### config.mk
export PLATFORM = sky130hd
export DESIGN_NAME = throttled_priority_channel_scheduler
export DESIGN_NICKNAME = d
export VERILOG_FILES = /design/src/sv/tpcs_pkg.sv /design/src/sv/throttled_priority_channel_scheduler.sv
export SDC_FILE = /design/constraint.sdc
export NUM_CORES = 1
export LEC_CHECK = 0
export ABC_CLOCK_PERIOD_IN_PS = 7900
export BUFFER_PORTS_ARGS = -buffer_cell sky130_fd_sc_hd__buf_4
export CORE_ASPECT_RATIO = 0.8
export CORE_MARGIN = 5
export CORE_UTILIZATION = 55
export CTS_CLUSTER_DIAMETER = 30
export DETAILED_ROUTE_END_ITERATION = 16
export PLACE_DENSITY = 0.82
export SLEW_MARGIN = 0
export SYNTH_ARGS = -nofsm -noshare
export SYNTH_HDL_FRONTEND = slang
export SYNTH_SLANG_ARGS = --single-unit
### constraint.sdc
create_clock -name i_clk -period 7.9 [get_ports i_clk]
set_clock_uncertainty 0.05 [all_clocks]
set_input_delay 0.395 -clock i_clk [delete_from_list [all_inputs] [get_ports i_clk]]
set_output_delay 0.395 -clock i_clk [all_outputs]
set_load 0.01 [all_outputs]
### src/sv/tpcs_pkg.sv
// Package for the throttled priority channel scheduler.
// Holds channel numbers, register indexes, reset values and the priority normalizer.
// No dependencies.
package tpcs_pkg;

    localparam int NUM_CH   = 4;
    localparam int CH_W     = 2;
    localparam int CHART_CH = 2;

    localparam int CH_STATE   = 0;
    localparam int CH_METRICS = 1;
    localparam int CH_SUMMARY = 3;

    localparam logic [7:0] DEFAULT_MUL = 8'd2;

    localparam logic ACT_TICK   = 1'b0;
    localparam logic ACT_REPORT = 1'b1;

    typedef enum logic [2:0] {
        CFG_STATE_ITV   = 3'd0,
        CFG_METRICS_ITV = 3'd1,
        CFG_CHART_ITV   = 3'd2,
        CFG_SUMMARY_ITV = 3'd3,
        CFG_PRIO_ORDER  = 3'd4,
        CFG_CHART_LARGE = 3'd5,
        CFG_CHART_MUL   = 3'd6,
        CFG_CLEANUP_PER = 3'd7
    } t_cfg_idx;

    localparam logic [15:0] RST_STATE_ITV   = 16'd200;
    localparam logic [15:0] RST_METRICS_ITV = 16'd1000;
    localparam logic [15:0] RST_CHART_ITV   = 16'd1000;
    localparam logic [15:0] RST_SUMMARY_ITV = 16'd2000;
    localparam logic [31:0] RST_PRIO_ORDER  = 32'h0302_0100;
    localparam logic [15:0] RST_CHART_LARGE = 16'd4096;
    localparam logic [7:0]  RST_CHART_MUL   = 8'd2;
    localparam logic [15:0] RST_CLEANUP_PER = 16'd2000;

    typedef logic [NUM_CH-1:0][CH_W-1:0] t_order;

    // Drop out-of-range and repeated bytes, then append missing channels in index order.
    function automatic t_order f_norm_order(input logic [31:0] raw);
        t_order     ord;
        logic [NUM_CH-1:0] used;
        logic [2:0] n;
        logic [7:0] b;
        ord  = '0;
        used = '0;
        n    = '0;
        for (int i = 0; i < NUM_CH; i++) begin
            b = raw[8*i +: 8];
            if (b < 8'(NUM_CH) && !used[b[CH_W-1:0]]) begin
                ord[n[CH_W-1:0]]   = b[CH_W-1:0];
                used[b[CH_W-1:0]] = 1'b1;
                n = n + 3'd1;
            end
        end
        for (int i = 0; i < NUM_CH; i++) begin
            if (!used[i] && n < 3'(NUM_CH)) begin
                ord[n[CH_W-1:0]] = CH_W'(i);
                used[i] = 1'b1;
                n = n + 3'd1;
            end
        end
        return ord;
    endfunction

endpackage

### src/sv/throttled_priority_channel_scheduler.sv
// Top level of the throttled priority channel scheduler: rate-limited fixed-priority
// arbiter over four broadcast channels with a periodic cleanup pulse.
// Depends on tpcs_pkg.
//
//  channel | handshake                  | payload
//  --------+----------------------------+--------------------------------------------
//  in      | i_in_valid / o_in_stall    | i_action, i_now_ms, i_dirty_mask, i_payload_bytes
//  out     | o_out_valid / i_out_stall  | o_send_valid, o_send_channel, o_cleanup_due
//  cfg     | i_cfg_we (no wait)         | i_cfg_index, i_cfg_data
//
// One beat per cycle sustained while i_out_stall stays low. Each beat passes through
// the input register, then the grant logic into the output register, where its result
// waits until it is taken.
// The grant path is four parallel 32-bit wrap-around subtract/compares plus one
// 16x8 multiply for the throttled chart interval, then a four-entry priority scan.
// Reset (i_rst_n low, synchronous) loads the register defaults, clears pending
// flags and all timestamps, and empties both pipeline registers.
// o_in_stall rises only while a result waits in the output register under i_out_stall
// and a further beat already sits in the input register.
module throttled_priority_channel_scheduler
    import tpcs_pkg::*;
(
    input  logic        i_clk,
    input  logic        i_rst_n,
    // configuration
    input  logic        i_cfg_we,
    input  logic [2:0]  i_cfg_index,
    input  logic [31:0] i_cfg_data,
    // input beats
    input  logic        i_in_valid,
    output logic        o_in_stall,
    input  logic        i_action,
    input  logic [31:0] i_now_ms,
    input  logic [3:0]  i_dirty_mask,
    input  logic [31:0] i_payload_bytes,
    // result beats
    output logic        o_out_valid,
    input  logic        i_out_stall,
    output logic        o_send_valid,
    output logic [1:0]  o_send_channel,
    output logic        o_cleanup_due
);

    // configuration registers
    logic [NUM_CH-1:0][15:0] r_itv;
    logic [31:0]             r_prio;
    logic [15:0]             r_large;
    logic [7:0]              r_mul;
    logic [15:0]             r_cleanup_per;

    // scheduler state
    logic [NUM_CH-1:0]       r_pending,   n_pending;
    logic [NUM_CH-1:0][31:0] r_last_send, n_last_send;
    logic [31:0]             r_last_cleanup, n_last_cleanup;
    logic [31:0]             r_last_payload, n_last_payload;

    // input register
    logic        r_in_vld;
    logic        r_in_action;
    logic [31:0] r_in_now;
    logic [3:0]  r_in_dirty;
    logic [31:0] r_in_payload;

    // output register
    logic        r_out_vld;
    logic        r_send_valid;
    logic [1:0]  r_send_channel;
    logic        r_cleanup_due;

    logic                    w_adv;
    logic                    w_fire;
    logic                    w_tick;
    logic                    w_report;
    t_order                  w_order;
    logic [7:0]              w_mul_eff;
    logic [23:0]             w_chart_prod;
    logic                    w_chart_large;
    logic [NUM_CH-1:0][15:0] w_itv;
    logic [NUM_CH-1:0]       w_pend;
    logic [NUM_CH-1:0]       w_elig;
    logic                    w_grant;
    logic [CH_W-1:0]         w_grant_ch;
    logic                    w_cleanup;

    // Output register frees up when empty or being taken this cycle.
    assign w_adv      = !r_out_vld || !i_out_stall;
    assign w_fire     = r_in_vld && w_adv;
    assign o_in_stall = r_in_vld && !w_adv;
    assign w_tick     = w_fire && (r_in_action == ACT_TICK);
    assign w_report   = w_fire && (r_in_action == ACT_REPORT);

    assign w_order       = f_norm_order(r_prio);
    assign w_mul_eff     = (r_mul == 8'd0) ? DEFAULT_MUL : r_mul;
    assign w_chart_prod  = {8'd0, r_itv[CHART_CH]} * {16'd0, w_mul_eff};
    // a zero threshold makes every payload large
    assign w_chart_large = r_last_payload >= {16'd0, r_large};
    assign w_pend        = r_pending | r_in_dirty;

    // per-channel eligibility: pending and spacing reached (wrapping elapsed time)
    always_comb begin
        for (int k = 0; k < NUM_CH; k++) begin
            w_itv[k] = r_itv[k];
            if (k == CHART_CH && w_chart_large) begin
                w_itv[k] = w_chart_prod[15:0];
            end
            w_elig[k] = w_pend[k] && ((r_in_now - r_last_send[k]) >= {16'd0, w_itv[k]});
        end
    end

    // first eligible channel in normalized priority order
    always_comb begin
        w_grant    = 1'b0;
        w_grant_ch = '0;
        for (int i = 0; i < NUM_CH; i++) begin
            if (!w_grant && w_elig[w_order[i]]) begin
                w_grant    = 1'b1;
                w_grant_ch = w_order[i];
            end
        end
    end

    assign w_cleanup = (r_in_now - r_last_cleanup) >= {16'd0, r_cleanup_per};

    // next state
    always_comb begin
        n_pending      = r_pending;
        n_last_send    = r_last_send;
        n_last_cleanup = r_last_cleanup;
        n_last_payload = r_last_payload;
        if (w_tick) begin
            n_pending = w_pend;
            if (w_grant) begin
                n_pending[w_grant_ch]   = 1'b0;
                n_last_send[w_grant_ch] = r_in_now;
            end
            if (w_cleanup) begin
                n_last_cleanup = r_in_now;
            end
        end
        if (w_report) begin
            n_last_payload = r_in_payload;
        end
    end

    // configuration writes: the user must write only while idle; the block does not enforce it
    always_ff @(posedge i_clk) begin
        if (!i_rst_n) begin
            r_itv[CH_STATE]   <= RST_STATE_ITV;
            r_itv[CH_METRICS] <= RST_METRICS_ITV;
            r_itv[CHART_CH]   <= RST_CHART_ITV;
            r_itv[CH_SUMMARY] <= RST_SUMMARY_ITV;
            r_prio            <= RST_PRIO_ORDER;
            r_large           <= RST_CHART_LARGE;
            r_mul             <= RST_CHART_MUL;
            r_cleanup_per     <= RST_CLEANUP_PER;
        end else if (i_cfg_we) begin
            case (i_cfg_index)
                CFG_STATE_ITV:   r_itv[CH_STATE]   <= i_cfg_data[15:0];
                CFG_METRICS_ITV: r_itv[CH_METRICS] <= i_cfg_data[15:0];
                CFG_CHART_ITV:   r_itv[CHART_CH]   <= i_cfg_data[15:0];
                CFG_SUMMARY_ITV: r_itv[CH_SUMMARY] <= i_cfg_data[15:0];
                CFG_PRIO_ORDER:  r_prio            <= i_cfg_data;
                CFG_CHART_LARGE: r_large           <= i_cfg_data[15:0];
                CFG_CHART_MUL:   r_mul             <= i_cfg_data[7:0];
                CFG_CLEANUP_PER: r_cleanup_per     <= i_cfg_data[15:0];
                default: begin
                end
            endcase
        end
    end

    // scheduler state and pipeline control
    always_ff @(posedge i_clk) begin
        if (!i_rst_n) begin
            r_pending      <= '0;
            r_last_send    <= '0;
            r_last_cleanup <= '0;
            r_last_payload <= '0;
            r_in_vld       <= 1'b0;
            r_out_vld      <= 1'b0;
        end else begin
            r_pending      <= n_pending;
            r_last_send    <= n_last_send;
            r_last_cleanup <= n_last_cleanup;
            r_last_payload <= n_last_payload;
            if (!o_in_stall) begin
                r_in_vld <= i_in_valid;
            end
            if (w_fire) begin
                r_out_vld <= 1'b1;
            end else if (!i_out_stall) begin
                r_out_vld <= 1'b0;
            end
        end
    end

    // payload registers
    always_ff @(posedge i_clk) begin
        if (i_in_valid && !o_in_stall) begin
            r_in_action  <= i_action;
            r_in_now     <= i_now_ms;
            r_in_dirty   <= i_dirty_mask;
            r_in_payload <= i_payload_bytes;
        end
        if (w_fire) begin
            // a report beat returns an all-zero result
            r_send_valid   <= w_tick && w_grant;
            r_send_channel <= (w_tick && w_grant) ? w_grant_ch : '0;
            r_cleanup_due  <= w_tick && w_cleanup;
        end
    end

    assign o_out_valid    = r_out_vld;
    assign o_send_valid   = r_send_valid;
    assign o_send_channel = r_send_channel;
    assign o_cleanup_due  = r_cleanup_due;

endmodule

# Word level (Yosys, flattened, before mapping)
# Index checks and enable logic that the tools add are counted.
[word_totals]
reg_bits = 407
latchBits = 0
ramBits = 0
romBits = 0
in_bits = 109
out_inout_bits = 6
wordCells = 242
memories = 0
[op_classes]
n_addsub = 11
multipliers = 1
n_div = 0
n_lt_le_gt_ge = 42
eq_ne = 8
shifts = 0
mux = 78
bitwise = 16
reduce_logical = 62
[op_table]
columns = ["cell", "count"]
rows = [
  ["32-bit by 16-bit >= comparator with 1-bit output", 6],
  ["32-bit subtractor", 5],
  ["128-bit bitwise mux", 1],
  ["32-bit demux with 2-bit select", 1],
  ["8-bit two-way mux", 8],
  ["2-bit by 3-bit less-than comparator with 1-bit output (second input constant)", 16],
  ["1-bit logical AND", 34],
  ["8-bit by 3-bit less-than comparator with 1-bit output (second input constant)", 4],
  ["32-bit two-way mux", 1],
  ["2-bit demux with 2-bit select", 7],
  ["8-bit bitwise mux", 3],
  ["2-bit by 1-bit >= comparator with 1-bit output (second input constant)", 12],
  ["2-bit two-way mux", 12],
  ["4-bit OR", 6],
  ["1-bit two-way mux", 20],
  ["4-bit two-way mux", 5],
  ["2-bit AND reduction", 10],
  ["3-bit by 1-bit adder with 3-bit output (second input constant)", 6],
  ["3-bit two-way mux", 6],
  ["1-bit binary-select mux with 2-bit select", 8],
  ["16-bit by 8-bit multiplier with 16-bit output", 1],
  ["16-bit two-way mux", 1],
  ["1-bit zero test", 15],
  ["4-bit bitwise AND", 3],
  ["14 further kinds", 27],
]

# Depth between registers and ports, before layout
[depth]
ltp_word = 54
depth_mapped = 41
depth_no_buf = 40

# Least setup slack after synthesis
# No wires, ideal clock.
[synth_timing]
kind = "register to register"
from = "reg r_mul[0]"
to = "reg r_last_send[10] (netlist bit)"
setup_ns = 0.072
t_arrival_ns = 8.298
t_required_ns = 7.778
slack_ns = -0.519
path_stages_with_launch = 39
path_buffers = 2
synth_period_minus_slack_ns = 8.419
path_cell_list = "dfxtp_1 -> nor3_1 -> a21oi_1 -> clkbuf_1 -> nand2b_1 -> fa_1 -> fa_1 -> fa_1 -> inv_1 -> ha_1 -> inv_1 -> nor2_1 -> nor2_1 -> o21bai_1 -> a21oi_1 -> nor2b_1 -> o21a_1 -> nor2_1 -> (+3 left out) -> a21oi_1 -> xnor2_1 -> mux2i_1 -> ha_1 -> and4_1 -> a2111oi_0 -> nand4b_1 -> nor3_1 -> and4_1 -> o2111ai_1 -> a2111oi_0 -> o221ai_1 -> a21oi_1 -> o21ba_1 -> nand4bb_4 -> a2111oi_4 -> buf_6 -> mux2i_1"
[synth_via]
elab_chain_len = 23
word_cells_on_any_way = 35
cone_classes = "1 x mul; 3 x order compare; 21 x mux; 10 x reduce/logical"
[synth_rtl]
columns = ["element", "line_no", "rtl"]
rows = [
  ["start, declared", "throttled_priority_channel_scheduler.sv:48", "logic [7:0] r_mul;"],
  ["start signal, assigned", "throttled_priority_channel_scheduler.sv:164", "CFG_CHART_MUL: r_mul <= i_cfg_data[7:0];"],
  ["8-bit zero test", "throttled_priority_channel_scheduler.sv:93", "assign w_mul_eff = (r_mul == 8'd0) ? DEFAULT_MUL : r_mul;"],
  ["8-bit two-way mux *", "throttled_priority_channel_scheduler.sv:93", ""],
  ["16-bit by 8-bit multiplier with 16-bit output *", "throttled_priority_channel_scheduler.sv:94", "assign w_chart_prod = {8'd0, r_itv[CHART_CH]} * {16'd0, w_mul_eff};"],
  ["16-bit two-way mux *", "throttled_priority_channel_scheduler.sv:103", "if (k == CHART_CH && w_chart_large) begin"],
  ["32-bit by 16-bit >= comparator with 1-bit output *", "throttled_priority_channel_scheduler.sv:106", "w_elig[k] = w_pend[k] && ((r_in_now - r_last_send[k]) >= {16'd0, w_itv[k]});"],
  ["1-bit logical AND *", "throttled_priority_channel_scheduler.sv:106", ""],
  ["1-bit binary-select mux with 2-bit select", "throttled_priority_channel_scheduler.sv:115", "if (!w_grant && w_elig[w_order[i]]) begin"],
  ["1-bit two-way mux (implied by the code)", "throttled_priority_channel_scheduler.sv:115", ""],
  ["(+7 left out)", "-", ""],
  ["1-bit zero test", "throttled_priority_channel_scheduler.sv:115", ""],
  ["1-bit logical AND", "throttled_priority_channel_scheduler.sv:115", ""],
  ["2-bit two-way mux", "throttled_priority_channel_scheduler.sv:115", ""],
  ["2-bit by 3-bit less-than comparator with 1-bit output (implied by the code) or 2-bit by 1-bit >= comparator with 1-bit output (tied branches)", "throttled_priority_channel_scheduler.sv:134", "n_last_send[w_grant_ch] = r_in_now;"],
  ["1-bit logical AND (implied by the code)", "throttled_priority_channel_scheduler.sv:134", ""],
  ["32-bit two-way mux (implied by the code)", "throttled_priority_channel_scheduler.sv:134", ""],
  ["32-bit demux with 2-bit select", "throttled_priority_channel_scheduler.sv:134", ""],
  ["128-bit bitwise mux", "throttled_priority_channel_scheduler.sv:134", ""],
  ["end signal, assigned", "throttled_priority_channel_scheduler.sv:183", "r_last_send <= n_last_send;"],
  ["end, declared", "throttled_priority_channel_scheduler.sv:53", "logic [NUM_CH-1:0][31:0] r_last_send, n_last_send;"],
]
# Every way passes the cells marked *; elsewhere a longest branch is shown, timed or not. The select of a mux whose other input is x is not followed.
# A chain may end at the register's enable or synchronous reset.

# Worst setup path in the final report
[layout_timing]
from = "reg r_mul[7]"
to = "reg r_last_send[90] (netlist bit)"
# The elaborated chain is that of the path after synthesis.

==> impl_metrics.ini <==
[status]
outcome = finished with violations
violations = negative setup slack

[logic_synthesis]
syn_nets = 4212
synth_top_area_frac = 0.214
ys.flop_type = dfxtp_1
synth_seq_cells = 407
yosysTopAreaCell = dfxtp_1
yosysSeqAreaShare = 0.285
synth_cell_types = 108
ys_top_cells_by_area = dfxtp_1, ha_1, nand2_1
syn_area_sq_um = 31200
synthArstFlopShare = 0
yosys_warnings = 0
synth-edff-count = 73
syn_avg_cell_area_sq_um = 8.33
synthesis.instances = 3745

[floorplan]
core_area_sq_um = 56400
row_count = 78
dieHeight_microns = 223
io-pin-count = 115
dieArea_sq_um = 61600
start_util = 0.553
die_w_microns = 276

[worst_setup_path]
critPathMaxStageDelay_ps = 550
crit_type = flip-flop to flip-flop
reg2reg_from = r_mul[7]
arrival_ps = 8810
worstSetupEndpointType = flip-flop
worstSetupStartpointType = flip-flop
required_ps = 8340
setup.worst_path.start = r_mul[7]
critPathSlowestCell = fa_1
crit_fanout = 8

[placed_design]
dp_cells = 4586
gp_congestion = 0.970
hpwl_mm = 64.8
numPortBuffers = 114

[sta]
maxSlewHeadroom = 0.0424
finalCriticalPeriod_ps = 8370
tns_ps = -34860
tightest_slew_ps = 1430
timing.hold.ws_ps = 2.65
fin_crit_sh = 1.06
setup_viol = 132
finalHoldViolations = 0
slew_violations = 0
fmax_mhz = 119
grt_setup_unrepaired = true
final.setup.worst_slack_ps = -472

[route]
drt_iter0_drc = 3066
drt-total-wl_mm = 99.9
via_count = 29600
ant_nets = 0
drc = 0
drt-wirelength-per-cell_microns = 20.5
first_pass_iters = 9
viasPerCell = 6.06

[cts]
clk_pin_slew_worst_paths_ps = 50
clock_sinks = 407
insertion_delay_ps = 640
root_buffer = clkbuf_16
cts_buffer_depth = 3
cts_tree = yes
cts_buffers = 87
htreeDepth = 3

[job]
drv_cap = 0

[grt]
antenna_found_initial = 1
grt_usage = 0.305
grt_max_degree = 205
grt_first_pass_wirelength_mm = 154
grt_overflow = 0
grt_pass1_vias = 28700

[layout]
utilization = 0.682
nets = 4508
final_cell_mix = nand2_1, inv_1, dfxtp_1
drive_gt1_frac = 0.141
finalNonFillerCells = 4876
area_delta_synth_final_pct = 23.3
final_common_cell = nand2_1

[pwr]
clkPwrFrac = 0.447
p_total_mw = 8.79
pwr-share-comb = 0.291
p_int_mw = 5.97
p_sw_mw = 2.82
p_sw_frac = 0.321
pwr-share-seq = 0.262
ir_worst_vdd_mv = 0.228
power_density_nw_per_um2 = 229
p_leak_nw = 16.1

[min_path]
hp-class = input port to flip-flop
worst_hold_startpoint = i_cfg_data[30]
==> kinds of logic after synthesis <==
kind of cell / synth area share
AND/OR/NAND/NOR: 0.202
AO/OA/AOI/OAI: 0.186
buffers and inverters: 0.0650
flip-flops: 0.285
adder cells (fa/ha/maj): 0.159
multiplexers: 0.0695
XOR/XNOR: 0.0337
==> routing by layer <==
layer,GRT usage,vias to the layer above,part of all wire
li1,-,13700,-
met1,0.414,14000,0.41
met2,0.486,1605,0.44
met3,0.0594,326,0.10
met4,0.115,2,0.040
met5,0,-,0.00013
==> sequential cells by signal, indices dropped and copies added (netlist names), 2 cells and up <==
name            count
r_last_cleanup     32
r_prio             32
r_pending           4
r_itv              64
r_last_send       128
r_large            16
r_in_payload       32
o_send_channel      2
r_in_now           32
r_last_payload     32
r_cleanup_per      16
r_mul               8
r_in_dirty          4
==> power by group through the flow <==
stage               registers (mW)  clock network, mW  logic [mW]
finish                        2.31               3.93        2.55
global route                  2.31               4.06        2.76
CTS                           2.30               3.92        2.39
detailed placement            2.33                  0        2.20
global placement              2.33                  0        2.16
floorplan                     2.30                  0        1.62
==> layout make-up <==
| type | count | area (sq um) |
|---|---|---|
| clock inverters | 61 | 852 |
| inverters | 374 | 1410 |
| flip-flops and latches | 407 | 8910 |
| multi-input cells | 2817 | 20700 |
| fillers | 4040 | 17900 |
| well taps | 760 | 951 |
| clock buffers | 102 | 2350 |
| diodes | 1 | 2.50 |
| repair buffers | 354 | 3270 |
==> synth_stat cells, drive strengths merged (82+ instances only) <==
| master | instances |
|---|---|
| and2 | 85 |
| nor2b | 82 |
| nand2 | 629 |
| inv | 373 |
| dfxtp | 334 |
| nor2 | 150 |
| clkbuf | 121 |
| a21oi | 173 |
| ha | 293 |
| mux2i | 203 |
| o21ai | 118 |
| a21boi | 148 |
==> worst max-delay path: cells and delay by family (launching register included) <==
| family | cells | cell delay (ps) |
|---|---|---|
| adders and majority gates | 6 | 2650 |
| and+or+nand+nor | 10 | 2070 |
| buffers and inverters | 9 | 1240 |
| AOI/OAI and AO/OA | 7 | 1060 |
| muxes | 3 | 670 |
| DFF | 1 | 360 |
| xor gates and xnor gates | 1 | 120 |
==> path summary, 6_finish.rpt <==
kind	slack, ps	cells past startpoint	endpoint
min	3	3	r_prio[30]
max reg2reg	-470	36	r_last_send[90]
min reg2reg	410	2	r_last_send[9]
max	-470	36	r_last_send[90]
==> what timing repair did <==
item                                    CTS  global route
buffers inserted                         22            10
pin swaps                                47            46
endpoints found under the setup margin  135           135
cloned                                    9             4
hold endpoints to repair                 82             1
resized for setup                        71            47
hold buffers                             82             1
==> stage by stage <==
step           area (sq um)  setup slack (ps)
3_3_place_gp          33400              -325
6_report              38500              -472
2_1_floorplan         31300              5.71
5_1_grt               38500              -873
3_5_place_dp          33400              -529
4_1_cts               38100              -251
Power figures use the tool's default switching activity.
